`src/rtl/assert_macros.svh`:
```
// assertion macros used by the rtl of dedup_multiclass_fifo
// no dependencies; expects clk and rst_n in the including scope
`ifndef ASSERT_MACROS_SVH
`define ASSERT_MACROS_SVH
`ifndef SYNTHESIS
`define DMCF_ASSERT_ALWAYS(lbl, expr) \
  lbl: assert property (@(posedge clk) disable iff (!rst_n) (expr)) \
    else $error("assertion failed");
`define DMCF_ASSERT_NEXT(lbl, ante, cons) \
  lbl: assert property (@(posedge clk) disable iff (!rst_n) (ante) |=> (cons)) \
    else $error("assertion failed");
`else
`define DMCF_ASSERT_ALWAYS(lbl, expr)
`define DMCF_ASSERT_NEXT(lbl, ante, cons)
`endif
`endif

```
`src/rtl/dmcf_pkg.sv`:
```
// types and constants of the multi-class job queue
// no dependencies
package dmcf_pkg;

  localparam int QUEUE_DEPTH = 16;
  localparam int KEY_BITS    = 16;
  localparam int CLASS_COUNT = 4;

  localparam int KEY_W   = 16;
  localparam int CLASS_W = 2;
  localparam int COUNT_W = $clog2(QUEUE_DEPTH + 1);
  localparam int OCC_W   = 5;

  typedef enum logic [1:0] {
    ST_OK   = 2'd0,
    ST_DUP  = 2'd1,
    ST_FULL = 2'd2,
    ST_NONE = 2'd3
  } status_t;

  typedef enum logic {
    OP_ENQ = 1'b0,
    OP_DEQ = 1'b1
  } op_t;

  typedef struct packed {
    logic               op;
    logic [KEY_W-1:0]   job_key;
    logic [CLASS_W-1:0] job_class;
  } in_item_t;

  typedef struct packed {
    logic [1:0]       status;
    logic [KEY_W-1:0] key_out;
    logic [OCC_W-1:0] occupancy;
  } out_item_t;

  // broadcast from the control to every cell
  typedef struct packed {
    logic                enq_go;
    logic                deq;
    logic [KEY_BITS-1:0] key;
    logic [CLASS_W-1:0]  cls;
  } dmcf_bus_t;

endpackage

```
`src/rtl/dmcf_cell.sv`:
```
// one queue slot: key and class, compare logic and shift from the younger neighbour
// depends on dmcf_pkg
module dmcf_cell (
  input  logic                          clk,
  input  dmcf_pkg::dmcf_bus_t           bus,
  input  logic                          live,
  input  logic                          tail,
  input  logic                          found_in,
  input  logic [dmcf_pkg::KEY_BITS-1:0] nb_key,
  input  logic [dmcf_pkg::CLASS_W-1:0]  nb_cls,
  output logic [dmcf_pkg::KEY_BITS-1:0] key_r,
  output logic [dmcf_pkg::CLASS_W-1:0]  cls_r,
  output logic                          found_out,
  output logic                          key_hit,
  output logic                          first_hit
);

  logic class_hit;

  assign class_hit = live && bus.deq && (cls_r == bus.cls);
  assign key_hit   = live && (key_r == bus.key);
  assign first_hit = class_hit && !found_in;
  assign found_out = found_in || class_hit;

  always_ff @(posedge clk) begin
    if (bus.enq_go && tail) begin
      key_r <= bus.key;
      cls_r <= bus.cls;
    end else if (found_out) begin
      key_r <= nb_key;
      cls_r <= nb_cls;
    end
  end

endmodule

```
`src/rtl/dedup_multiclass_fifo.sv`:
```
// top level of the multi-class job queue with duplicate rejection
// depends on dmcf_pkg, dmcf_cell and assert_macros.svh
//
// At most one operation is taken per cycle: the whole row of slot cells compares the
// key or class of the transfer in the same cycle and updates at its end, so
// the result appears in the output register in the cycle after the input
// transfer. in_ready stays high while the output register is empty or being
// taken, so back-to-back operations run at one per cycle. Slot contents have
// no reset; only the entry count and the output valid flag are cleared.
`include "assert_macros.svh"

module dedup_multiclass_fifo (
  input  logic                clk,
  input  logic                rst_n,
  input  logic                in_valid,
  output logic                in_ready,
  input  dmcf_pkg::in_item_t  in_data,
  output logic                out_valid,
  input  logic                out_ready,
  output dmcf_pkg::out_item_t out_data
);

  localparam int DEPTH = dmcf_pkg::QUEUE_DEPTH;

  logic [dmcf_pkg::COUNT_W-1:0]  count_r, count_nxt;
  logic                          out_valid_r;
  dmcf_pkg::out_item_t           out_data_r, out_data_nxt;
  dmcf_pkg::dmcf_bus_t           bus;

  logic [dmcf_pkg::KEY_BITS-1:0] cell_key [DEPTH];
  logic [dmcf_pkg::CLASS_W-1:0]  cell_cls [DEPTH];
  logic [DEPTH:0]                found;
  logic [DEPTH-1:0]              key_hit;
  logic [DEPTH-1:0]              first_hit;

  logic                          in_xfer;
  logic                          is_enq, is_deq;
  logic                          class_ok, dup, full, deq_ok;
  logic [dmcf_pkg::KEY_BITS-1:0] got_key;

  assign in_ready = !out_valid_r || out_ready;
  assign in_xfer  = in_valid && in_ready;
  assign is_enq   = in_data.op == dmcf_pkg::OP_ENQ;
  assign is_deq   = in_data.op == dmcf_pkg::OP_DEQ;

  assign class_ok = int'(in_data.job_class) < dmcf_pkg::CLASS_COUNT;
  assign dup      = |key_hit;
  assign full     = count_r == dmcf_pkg::COUNT_W'(DEPTH);
  assign deq_ok   = found[DEPTH];

  always_comb begin
    bus.enq_go = in_xfer && is_enq && class_ok && !dup && !full;
    bus.deq    = in_xfer && is_deq;
    bus.key    = in_data.job_key[dmcf_pkg::KEY_BITS-1:0];
    bus.cls    = in_data.job_class;
  end

  assign found[0] = 1'b0;

  for (genvar i = 0; i < DEPTH; i++) begin : g_cell
    logic [dmcf_pkg::KEY_BITS-1:0] nb_key;
    logic [dmcf_pkg::CLASS_W-1:0]  nb_cls;

    if (i == DEPTH - 1) begin : g_last
      assign nb_key = cell_key[i];
      assign nb_cls = cell_cls[i];
    end else begin : g_mid
      assign nb_key = cell_key[i+1];
      assign nb_cls = cell_cls[i+1];
    end

    dmcf_cell u_cell (
      .clk       (clk),
      .bus       (bus),
      .live      (dmcf_pkg::COUNT_W'(i) < count_r),
      .tail      (dmcf_pkg::COUNT_W'(i) == count_r),
      .found_in  (found[i]),
      .nb_key    (nb_key),
      .nb_cls    (nb_cls),
      .key_r     (cell_key[i]),
      .cls_r     (cell_cls[i]),
      .found_out (found[i+1]),
      .key_hit   (key_hit[i]),
      .first_hit (first_hit[i])
    );
  end

  always_comb begin
    got_key = '0;
    for (int i = 0; i < DEPTH; i++) begin
      got_key = got_key | (cell_key[i] & {dmcf_pkg::KEY_BITS{first_hit[i]}});
    end
  end

  always_comb begin
    count_nxt = count_r;
    if (bus.enq_go) begin
      count_nxt = count_r + dmcf_pkg::COUNT_W'(1);
    end else if (bus.deq && deq_ok) begin
      count_nxt = count_r - dmcf_pkg::COUNT_W'(1);
    end
  end

  always_comb begin
    out_data_nxt.key_out   = '0;
    out_data_nxt.occupancy = dmcf_pkg::OCC_W'(count_nxt);
    priority if (is_deq) begin
      out_data_nxt.status = deq_ok ? dmcf_pkg::ST_OK : dmcf_pkg::ST_NONE;
      if (deq_ok) begin
        out_data_nxt.key_out = dmcf_pkg::KEY_W'(got_key);
      end
    end else if (!class_ok) begin
      out_data_nxt.status = dmcf_pkg::ST_NONE;
    end else if (dup) begin
      out_data_nxt.status = dmcf_pkg::ST_DUP;
    end else if (full) begin
      out_data_nxt.status = dmcf_pkg::ST_FULL;
    end else begin
      out_data_nxt.status = dmcf_pkg::ST_OK;
    end
  end

  always_ff @(posedge clk) begin
    if (!rst_n) begin
      count_r     <= '0;
      out_valid_r <= 1'b0;
    end else begin
      count_r <= count_nxt;
      if (in_xfer) begin
        out_valid_r <= 1'b1;
      end else if (out_ready) begin
        out_valid_r <= 1'b0;
      end
    end
  end

  always_ff @(posedge clk) begin
    if (in_xfer) begin
      out_data_r <= out_data_nxt;
    end
  end

  assign out_valid = out_valid_r;
  assign out_data  = out_data_r;

  `DMCF_ASSERT_ALWAYS(a_count_bound, count_r <= dmcf_pkg::COUNT_W'(DEPTH))
  `DMCF_ASSERT_NEXT(a_result_follows, in_xfer, out_valid_r)
  `DMCF_ASSERT_NEXT(a_enq_grows, bus.enq_go, count_r == $past(count_r) + dmcf_pkg::COUNT_W'(1))

endmodule

```
`config.mk`:
```
export PLATFORM = sky130hd
export DESIGN_NAME = dedup_multiclass_fifo
export DESIGN_NICKNAME = d
export VERILOG_FILES = /design/src/rtl/dmcf_pkg.sv /design/src/rtl/dmcf_cell.sv /design/src/rtl/dedup_multiclass_fifo.sv
export VERILOG_INCLUDE_DIRS = /design/src /design/src/rtl
export SDC_FILE = /design/constraint.sdc
export NUM_CORES = 1
export LEC_CHECK = 0
export BUFFER_PORTS_ARGS = -buffer_cell sky130_fd_sc_hd__buf_2
export CAP_MARGIN = 20
export CORE_MARGIN = 10
export CORE_UTILIZATION = 30
export DETAILED_ROUTE_END_ITERATION = 10
export PLACE_DENSITY = 0.43
export SYNTH_ARGS = -nofsm -noshare
export SYNTH_HDL_FRONTEND = slang
export SYNTH_SLANG_ARGS = --single-unit
```
`constraint.sdc`:
```
create_clock -name clk -period 3.25 [get_ports clk]
set_input_delay 0.1625 -clock clk [delete_from_list [all_inputs] [get_ports clk]]
set_output_delay 0.1625 -clock clk [all_outputs]
set_load 0.02 [all_outputs]
```
* Yosys cells after proc, flatten, opt, wreduce, memory -nomap -nowiden *
Index checks and enable logic that the tools add are counted.

storage, ports and cells
  bits in registers = 317
  input port bits = 23
  output and inout port bits = 25
  logic and storage cells = 341

cells by class
  add/sub/neg operators = 2
  order comparisons = 16
  eq/ne operators = 48
  multiplexer cells = 68
  bitwise logic cells = 32
  reductions and logical operators = 138

operators with widths
  cell                                                                 count
  16-bit two-way mux                                                   30
  16-bit AND                                                           16
  16-bit == test                                                       16
  16-bit bitwise OR                                                    15
  1-bit logical AND                                                    85
  2-bit two-way mux                                                    34
  4-bit by 5-bit == test with 1-bit output, first input constant       8
  4-bit by 5-bit < comparator with 1-bit output, first input constant  8
  2-bit == test                                                        16
  2-bit nonzero test                                                   16
  3-bit by 5-bit == test with 1-bit output, first input constant       4
  3-bit by 5-bit < comparator with 1-bit output, first input constant  4
  1-bit zero test                                                      18
  1-bit logical OR                                                     16
  16-bit OR reduction                                                  1
  2-bit by 5-bit == test with 1-bit output, first input constant       2
  1-bit by 5-bit < comparator with 1-bit output, first input constant  2
  2-bit by 5-bit < comparator with 1-bit output, first input constant  2
  5-bit two-way mux                                                    2
  5-bit by 1-bit adder with 5-bit output, second input constant        1
  1-bit by 5-bit == test with 1-bit output, first input constant       1
  5-bit == test, second input constant                                 1
  5-bit zero test                                                      1
  5-bit by 1-bit subtractor with 5-bit output, second input constant   1
  3 further kinds                                                      4

* Longest topological paths before layout *
Gate-level depths: netlist of the first run.

  depth after elaboration = 24
  mapped depth = 15
  gate-level depth less buffers = 10

* By module *
Synthesis of the first run repeated with hierarchy kept, for this count alone.

unflattened totals
  cells, all modules = 1405
  area total of the unflattened synthesis = 18580.3 um^2

by module, submodules not included
  module                 instances  cells each  area an instance (um^2)  seq. area each (um^2)
  dmcf_cell              16         67          980.9                    540.5
  dedup_multiclass_fifo  1          333         2885.3                   810.8

* Least setup slack after synthesis of the first run *
No wires, ideal clock.

  path type = reg-to-reg
  start point = register count_r[1] (netlist bit)
  end point = register g_cell[4].u_cell.cls_r[0] (netlist bit) (enable)
  library setup time = 0.490 ns
  arrival time = 2.935 ns
  data required time = 2.760 ns
  path slack = -0.175 ns
  cell stages (with the launch flop) = 15
  buffers on the path = 4
  clock period less this slack = 3.425 ns
  path through = dfxtp_1 -> buf_6 -> clkbuf_1 -> inv_1 -> ha_1 -> nand2_1 -> nand3_2 -> o22ai_2 -> nor4_4 -> nand3b_4 -> nor2_4 -> buf_12 -> nand3_4 -> buf_2 -> o2111ai_1

on the way
  longest elaborated chain between the ends = 8
  elaborated cells on any way between the ends = 55
  those cells by class = order compare (16); eq/ne (2); reduce/logical (37)

ends and longest elaborated chain
  what                                                                   line                                          RTL
  start: declaration                                                     dedup_multiclass_fifo.sv:25                   logic [dmcf_pkg::COUNT_W-1:0] count_r, count_nxt;
  start signal: assignment                                               dedup_multiclass_fifo.sv:128                  count_r <= count_nxt;
  1-bit by 5-bit < comparator with 1-bit output (tied with other cells)  dedup_multiclass_fifo.sv:75                   .live (dmcf_pkg::COUNT_W'(i) < count_r),
  1-bit logical AND, on equally long branches                            dmcf_cell.sv:21, dmcf_cell.sv:20
  16-bit OR reduction or 1-bit logical AND (tied branches)               dedup_multiclass_fifo.sv:47, dmcf_cell.sv:20
  1-bit zero test or 1-bit logical OR (tied branches)                    dedup_multiclass_fifo.sv:52, dmcf_cell.sv:23
  1-bit logical AND or 1-bit logical OR (tied branches) (2 in a row)     dedup_multiclass_fifo.sv:52, dmcf_cell.sv:23
  1-bit logical AND or 1-bit logical OR (tied branches)                  dmcf_cell.sv:26, dmcf_cell.sv:23
  2-bit nonzero test (no source line) *                                  n/a
  end signal: assignment                                                 dmcf_cell.sv:28                               cls_r <= bus.cls;
  end signal: assignment                                                 dmcf_cell.sv:31                               cls_r <= nb_cls;
  end: declaration                                                       dmcf_cell.sv:12                               output logic [dmcf_pkg::CLASS_W-1:0] cls_r,

Mark *: on every way between the ends. The rest lies on a longest branch, timed or not.
A chain may end at the register's enable or synchronous reset.

* Worst setup path in the final report of the first run *
  start point = register g_cell[1].u_cell.cls_r[1] (netlist bit)
  end point = register out_data_r, in the netlist out_data[20] (data pin)

on the way
  longest elaborated chain between the ends = 20
  elaborated cells on any way between the ends = 77
  those cells by class = eq/ne (1); bitwise (30); reduce/logical (46)

ends and longest elaborated chain
  what                                                     line                              RTL
  start: declaration                                       dmcf_cell.sv:12
  start signal: assignment                                 dmcf_cell.sv:28
  start signal: assignment                                 dmcf_cell.sv:31
  2-bit == test *                                          dmcf_cell.sv:20                   assign class_hit = live && bus.deq && (cls_r == bus.cls);
  1-bit logical AND *                                      dmcf_cell.sv:20
  1-bit logical OR                                         dmcf_cell.sv:23                   assign found_out = found_in || class_hit;
  1-bit zero test or 1-bit logical OR (tied branches)      dmcf_cell.sv:22, dmcf_cell.sv:23
  1-bit logical AND (tied with other cells)                dmcf_cell.sv:22                   assign first_hit = class_hit && !found_in;
  16-bit AND (tied with other cells)                       dedup_multiclass_fifo.sv:91       got_key = got_key | (cell_key[i] & {dmcf_pkg::KEY_BITS{first_hit[i]}});
  16-bit bitwise OR (tied with other cells) (12 in a row)  dedup_multiclass_fifo.sv:91
  16-bit bitwise OR or 16-bit AND (tied branches)          dedup_multiclass_fifo.sv:91
  16-bit bitwise OR                                        dedup_multiclass_fifo.sv:91
  end signal: assignment                                   dedup_multiclass_fifo.sv:139      out_data_r <= out_data_nxt;
  end: declaration                                         dedup_multiclass_fifo.sv:27       dmcf_pkg::out_item_t out_data_r, out_data_nxt;

Marked as above.

==> impl_metrics.env, run 1 <==
export IMPL_reg2reg_to="out_data[20]"
export IMPL_seq_power_share_pct=40.6
export IMPL_crit_buf_inv=2
export IMPL_ctsHtreeMaxLevel=2
export IMPL_cp_cell_sequence="xor2_1 -> a211o_1 -> a211oi_4 -> nor3_4 -> buf_6 -> a222oi_1 -> a21boi_2 -> o211ai_1 -> buf_4 -> a211oi_4 -> nand4_1"
export IMPL_ant_nets=0
export IMPL_cts_buffers_inserted=41
export IMPL_nFillCells=6069
export IMPL_reg2reg_slack_ns=0.04
export IMPL_clk_latency_ns=0.57
export IMPL_p_sw_mw=5.37
export IMPL_finalCriticalPeriod_ns=3.21
export IMPL_synth_fa_ha_area_share_pct=0.328
export IMPL_cp_arrival_ns=3.49
export IMPL_finalWirelength_um=61700
export IMPL_synth_edf_count=311
export IMPL_die_h_um=272
export IMPL_combPwrFrac_pct=33.0
export IMPL_min_delay_path_class="input port to register"
export IMPL_critPathKind="register to register"
export IMPL_slowest_delay_ns=0.43
export IMPL_utilization_pct=38.0
export IMPL_synth_common_cells="edfxtp_1, mux2_2, xor2_1"
export IMPL_synthFlopType="edfxtp_1"
export IMPL_setup_viol=0
export IMPL_wl_per_cell_um=24.1
export IMPL_synth_top_area_share_pct=49.0
export IMPL_report_final_slew_viol_count=0
export IMPL_holdCritStartpoint="in_data[6]"
export IMPL_dp_hpwl_um=48800
export IMPL_setup_worst_path_start="g_cell[1].u_cell.cls_r[1]"
export IMPL_holdWs_ns=0.0539
export IMPL_num_nets_final=1714
export IMPL_die_area_sq_um=74000
export IMPL_clk_path_buf_depth=3
export IMPL_via_count=12700
export IMPL_hold_viol=0
export IMPL_io_buffer_count=47
export IMPL_ys_seq_area_share_pct=49.6
export IMPL_num_rows=92
export IMPL_drive_gt1_share_pct=41.9
export IMPL_antenna_found_initial=3
export IMPL_synth_simple_area_share_pct=8.37
export IMPL_ys_ff_latch=317
export IMPL_syn_num_nets=1479
export IMPL_gp_congestion=0.853
export IMPL_tightest_slew_ns=0.894
export IMPL_grt_pass1_wl_um=90200
export IMPL_ys_types=67
export IMPL_track_usage_pct=16.3
export IMPL_worstSetupEndpointType="register"
export IMPL_grt_pass1_vias=13300
export IMPL_synth_top_area_cell="edfxtp_1"
export IMPL_skew_ns=0.0246
export IMPL_reg2reg_from="g_cell[1].u_cell.cls_r[1]"
export IMPL_start_util_pct=30.3
export IMPL_synthCells=1451
export IMPL_period_share_pct=98.7
export IMPL_syn_avg_cell_area_sq_um=13.1
export IMPL_rsz0062_at_grt="true"
export IMPL_cts_num_sinks=317
export IMPL_internal_power_mw=10.7
export IMPL_dieWidth_um=272
export IMPL_reg2reg_depth=11
export IMPL_hold_end="g_cell[15].u_cell.key_r[4]"
export IMPL_cp_top_family="compound AO/OA/AOI/OAI gates"
export IMPL_async_flop_share_pct=0
export IMPL_cts_tree="done"
export IMPL_leakagePower_nw=8.36
export IMPL_drc=0
export IMPL_p_per_area_nw_per_um2=671
export IMPL_vdd_drop_max_mv=0.414
export IMPL_max_freq_ghz=0.312
export IMPL_coreArea_sq_um=63000
export IMPL_hold_path_depth=1
export IMPL_synth_compound_area_share_pct=7.22
export IMPL_syn_area_sq_um=19100
export IMPL_crit_top_cell="a211oi_4"
export IMPL_p_clk_share_pct=26.4
export IMPL_synth_top_family_by_area="multiplexers"
export IMPL_yosysWarnings=0
export IMPL_routed_via_density=4.96
export IMPL_critical_path_slowest_cell="edfxtp_1"
export IMPL_start_kind="register"
export IMPL_synth_xor_area_share_pct=13.4
export IMPL_clockRootBuffer="clkbuf_16"
export IMPL_status="complete, no violations"
export IMPL_area_growth_pct=25.7
export IMPL_worstPathMaxFanout=8
export IMPL_firstDrtPassIters=6
export IMPL_swShare_pct=33.4
export IMPL_overflow=0
export IMPL_drt_iter0_markers=956
export IMPL_required_ns=3.53
export IMPL_maxSlewHeadroom_pct=39.9
export IMPL_path_clk_slew_ns=0.05
export IMPL_synthMuxAreaShare_pct=17.0
export IMPL_fin_tns_setup_ns=0
export IMPL_grt_max_degree=24
export IMPL_yosysMostFrequentCell="edfxtp_1"
export IMPL_ys_top_cells_by_area="edfxtp_1, mux2_2, xor2_1"
export IMPL_max_cap_violations=0
export IMPL_ioPinCount=48
worst reg2reg max path: cells and delay by family, from the launching register on:
kind / cells / cell delay, ns
xor+xnor: 1 / 0.18
buf+inv: 2 / 0.34
flops: 1 / 0.43
compound gates: 6 / 1.71
simple gates: 2 / 0.27
per-layer routing:
metal	vias up	global-route usage [%]	part of all wire (%)
li1	6018	-	-
met2	244	27.9	49
met3	90	1.70	3.1
met5	-	0	0
met4	0	5.44	3.4
met1	6371	21.1	44
layout make-up:
cell class                      count  area, sq um  area share [%]
Tap cell                          846         1060            4.42
Multi-Input combinational cell    999         9240            38.6
Sequential cell                   317         9460            39.5
Timing Repair Buffer              319         2940            12.3
Clock buffer                       49         1060            4.41
Clock inverter                     25          160           0.669
Antenna cell                        1         2.50          0.0104
Inverter                            8         30.0           0.125
what timing repair did:
action,CTS,global route
endpoints found under the setup margin,402,407
endpoints found under the hold margin,8,0
cloned,0,2
pin swaps,4,28
buffers inserted,0,5
hold buffers,5,0
gates resized for setup,37,71
sequential cells by signal (all words and copies together), names as in the netlist:
name	flops
count_r	5
g_cell.u_cell.cls_r	32
g_cell.u_cell.key_r	256
out_data	23
out_valid	1
power groups by stage:
stage / clock network [mW] / logic, mW / registers, mW
2_1_floorplan: 0 / 2.74 / 6.46
3_3_place_gp: 0 / 5.02 / 6.57
3_5_place_dp: 0 / 5.04 / 6.58
4_1_cts: 4.38 / 5.14 / 6.51
5_1_grt: 4.53 / 5.69 / 6.63
6_report: 4.25 / 5.30 / 6.52
cell families after synthesis:
group                      Yosys count
AOI/OAI and AO/OA                  172
xor gates and xnor gates           292
adders and majority gates            5
buffers and inverters              135
DFF                                317
muxes                              273
and+or+nand+nor                    257
stage by stage:
| stage | instances | instance area [sq um] | setup WS (ns) | power [mW] |
|---|---|---|---|---|
| final | 2564 | 24000 | 0.0413 | 16.1 |
| after global routing | 2564 | 24000 | -0.0638 | 16.9 |
| after CTS | 2559 | 23600 | -0.00149 | 16.0 |
| after detailed placement | 2480 | 22200 | -0.403 | 11.6 |
| after global placement | 2479 | 22200 | -0.343 | 11.6 |
| after floorplan | 1451 | 19100 | 0.0202 | 9.20 |
layout by cell type, fill, tap and decap left out, types with 5 or more instances in the layout:
master and instances:
a211oi_1 12, a21boi_1 7, a21boi_2 9, a21oi_1 12, a222oi_1 32, a22o_1 16
a22oi_1 32, and4_4 5, buf_12 48, buf_2 46, buf_4 209, buf_6 9
clkbuf_1 8, clkbuf_16 42, clkinv_1 13, clkinv_2 8, dlygate4sd3_1 5, edfxtp_1 311
inv_1 8, mux2_1 19, mux2_2 205, mux2_4 47, nand2_1 49, nand2_2 5
nand3_1 22, nand3_4 6, nand4_1 42, nor2_1 13, nor2_2 5, nor3_1 11
nor3_4 7, nor4_1 34, nor4_2 6, nor4_4 6, o211ai_1 19, or2_2 7
xnor2_1 117, xor2_1 171
worst max-delay path by stage:
| stage | slack, ns | endpoint | cells after the start |
|---|---|---|---|
| after detailed placement | -0.40 | g_cell[12].u_cell.key_r[14] | 13 |
| after global placement | -0.34 | g_cell[0].u_cell.key_r[2] | 14 |
| after CTS | -0.001 | g_cell[14].u_cell.key_r[1] | 12 |
| after global routing | -0.06 | out_data[1] | 12 |
| final | 0.04 | out_data[20] | 11 |
| after floorplan | 0.02 | g_cell[6].u_cell.cls_r[0] | 12 |
Power figures use the tool's default switching activity.
==> run 2: changes to the inputs <==
Settings changed: PLACE_DENSITY 0.43 to 0.41.
Clock period 3.25 ns to 3.65 ns, I/O delays scaled along.
==> impl_metrics.env, run 2 (synthesis gave the netlist of run 1 again) <==
export IMPL_status="complete, no violations"
export IMPL_crit_cells=11
export IMPL_min_delay_path_class="input port to register"
export IMPL_reg2reg_slack_ns=0.08
export IMPL_fin_ws_ns=0.0835
export IMPL_num_rows=92
export IMPL_drc=0
export IMPL_final_common_cell="edfxtp_1"
export IMPL_finalCriticalPeriod_ns=3.57
export IMPL_critPathKind="register to register"
export IMPL_reg2reg_depth=11
export IMPL_track_usage_pct=16.3
export IMPL_die_h_um=272
export IMPL_wl_per_cell_um=24.8
export IMPL_path_clk_slew_ns=0.06
export IMPL_rsz0062_at_grt="false"
export IMPL_vdd_drop_max_mv=0.358
export IMPL_start_kind="register"
export IMPL_finalWirelength_um=61500
export IMPL_largest_reg_flops=256
export IMPL_num_nets_final=1624
export IMPL_setup_viol=0
export IMPL_fin_tns_setup_ns=0
export IMPL_drt_iter0_markers=886
export IMPL_holdWs_ns=0.0340
export IMPL_ant_nets=0
export IMPL_cts_num_sinks=317
export IMPL_clk_path_buf_depth=3
export IMPL_worstSetupEndpointType="register"
export IMPL_cp_cell_sequence="xnor2_1 -> nand4_1 -> nor4_1 -> buf_4 -> a32oi_1 -> nand3_1 -> nand3b_4 -> nor2_1 -> and4_1 -> or3b_2 -> buf_12"
export IMPL_stdcell_count=2474
export IMPL_utilization_pct=36.4
export IMPL_io_buffer_count=47
export IMPL_top_register="g_cell.u_cell.key_r"
export IMPL_ioPinCount=48
export IMPL_hold_viol=0
export IMPL_max_cap_violations=0
export IMPL_routed_via_density=5.02
export IMPL_grt_pass1_vias=13100
export IMPL_dieWidth_um=272
export IMPL_endpoint="g_cell[12].u_cell.key_r[4]"
export IMPL_cts_buffers_inserted=42
export IMPL_crit_buf_inv=2
export IMPL_grt_max_degree=33
export IMPL_cp_top_family="simple AND/OR/NAND/NOR gates"
export IMPL_die_area_sq_um=74000
export IMPL_max_freq_ghz=0.280
export IMPL_grt_pass1_wl_um=90300
export IMPL_overflow=0
export IMPL_period_share_pct=97.7
export IMPL_ctsHtreeMaxLevel=2
export IMPL_dp_hpwl_um=47800
export IMPL_maxSlewHeadroom_pct=32.7
export IMPL_setup_worst_path_start="g_cell[5].u_cell.key_r[7]"
export IMPL_cts_tree="done"
export IMPL_skew_ns=0.0251
export IMPL_required_ns=3.99
export IMPL_leakagePower_nw=7.82
export IMPL_slowest_delay_ns=0.55
export IMPL_via_count=12400
export IMPL_coreArea_sq_um=63000
export IMPL_antenna_found_initial=0
export IMPL_dp_cells=2390
export IMPL_start_util_pct=30.3
export IMPL_dpl_worst_slack_ns=-0.204
export IMPL_critical_path_slowest_cell="nor4_1"
export IMPL_p_per_area_nw_per_um2=613
export IMPL_report_final_slew_viol_count=0
export IMPL_tightest_slew_ns=1.00
export IMPL_firstDrtPassIters=6
export IMPL_reg2reg_from="g_cell[5].u_cell.key_r[7]"
export IMPL_worstPathMaxFanout=18
export IMPL_postCtsSetupRepairBufs=0
export IMPL_area_growth_pct=20.2
export IMPL_drive_gt1_share_pct=35.3
export IMPL_insertedDiodeCount=0
export IMPL_clk_latency_ns=0.59
export IMPL_cp_arrival_ns=3.91
export IMPL_reg2reg_to="g_cell[12].u_cell.key_r[4]"
export IMPL_mostFrequentLayoutCells="edfxtp_1, mux2_2, xor2_1, buf_4, xnor2_1"
export IMPL_gp_congestion=0.827
export IMPL_clockRootBuffer="clkbuf_16"
[run 2: power breakdown]
group          internal [mW]  switching [mW]  total, mW
Sequential              5.19           0.621       5.81
Combinational           1.87            2.38       4.25
Clock                   2.28            1.70       3.99
Total                   9.34            4.71       14.1
[run 2: through the flow]
stage                     cell area (sq um)  power, mW
after detailed placement              21500       10.1
final                                 22900       14.1
after global placement                21500       10.1
after CTS                             22900       14.2
after floorplan                       19100       8.19
after global routing                  22900       14.7
[run 2: how the worst min path moves through the flow]
stage	depth (start not counted)	slack, ns	end	startpoint
finish	2	0.03	g_cell[15].u_cell.key_r[3]	in_data[5]
global route	2	0.02	g_cell[15].u_cell.key_r[3]	in_data[5]
CTS	2	0.007	g_cell[15].u_cell.key_r[3]	in_data[5]
detailed placement	3	0.46	out_valid	in_valid
global placement	3	0.45	out_valid	in_valid
floorplan	0	0.28	g_cell[15].u_cell.cls_r[0]	in_data[0]
[run 2: repair_timing]
| item | in CTS | in global routing |
|---|---|---|
| endpoints found under the hold margin | 12 | 0 |
| gates resized for setup | 5 | 15 |
| hold buffers | 8 | 0 |
| gates cloned | 0 | 0 |
| endpoints found under the setup margin | 299 | 43 |
| pin swaps | 1 | 2 |
[run 2: cell type report]
cell class	instances	area, sq um
inverter	8	30.0
sequential	317	9460
tap	846	1060
clock buffer	57	1110
multi-input combinational	999	8920
fill	6126	40100
clock inverter	19	175
timing repair buffer	228	2150
[run 2: layer usage]
layer	global-route usage, %	wire (um)
met2	27.8	29900
met4	5.63	1960
met3	2.54	2220
met1	20.8	27300
met5	0	0
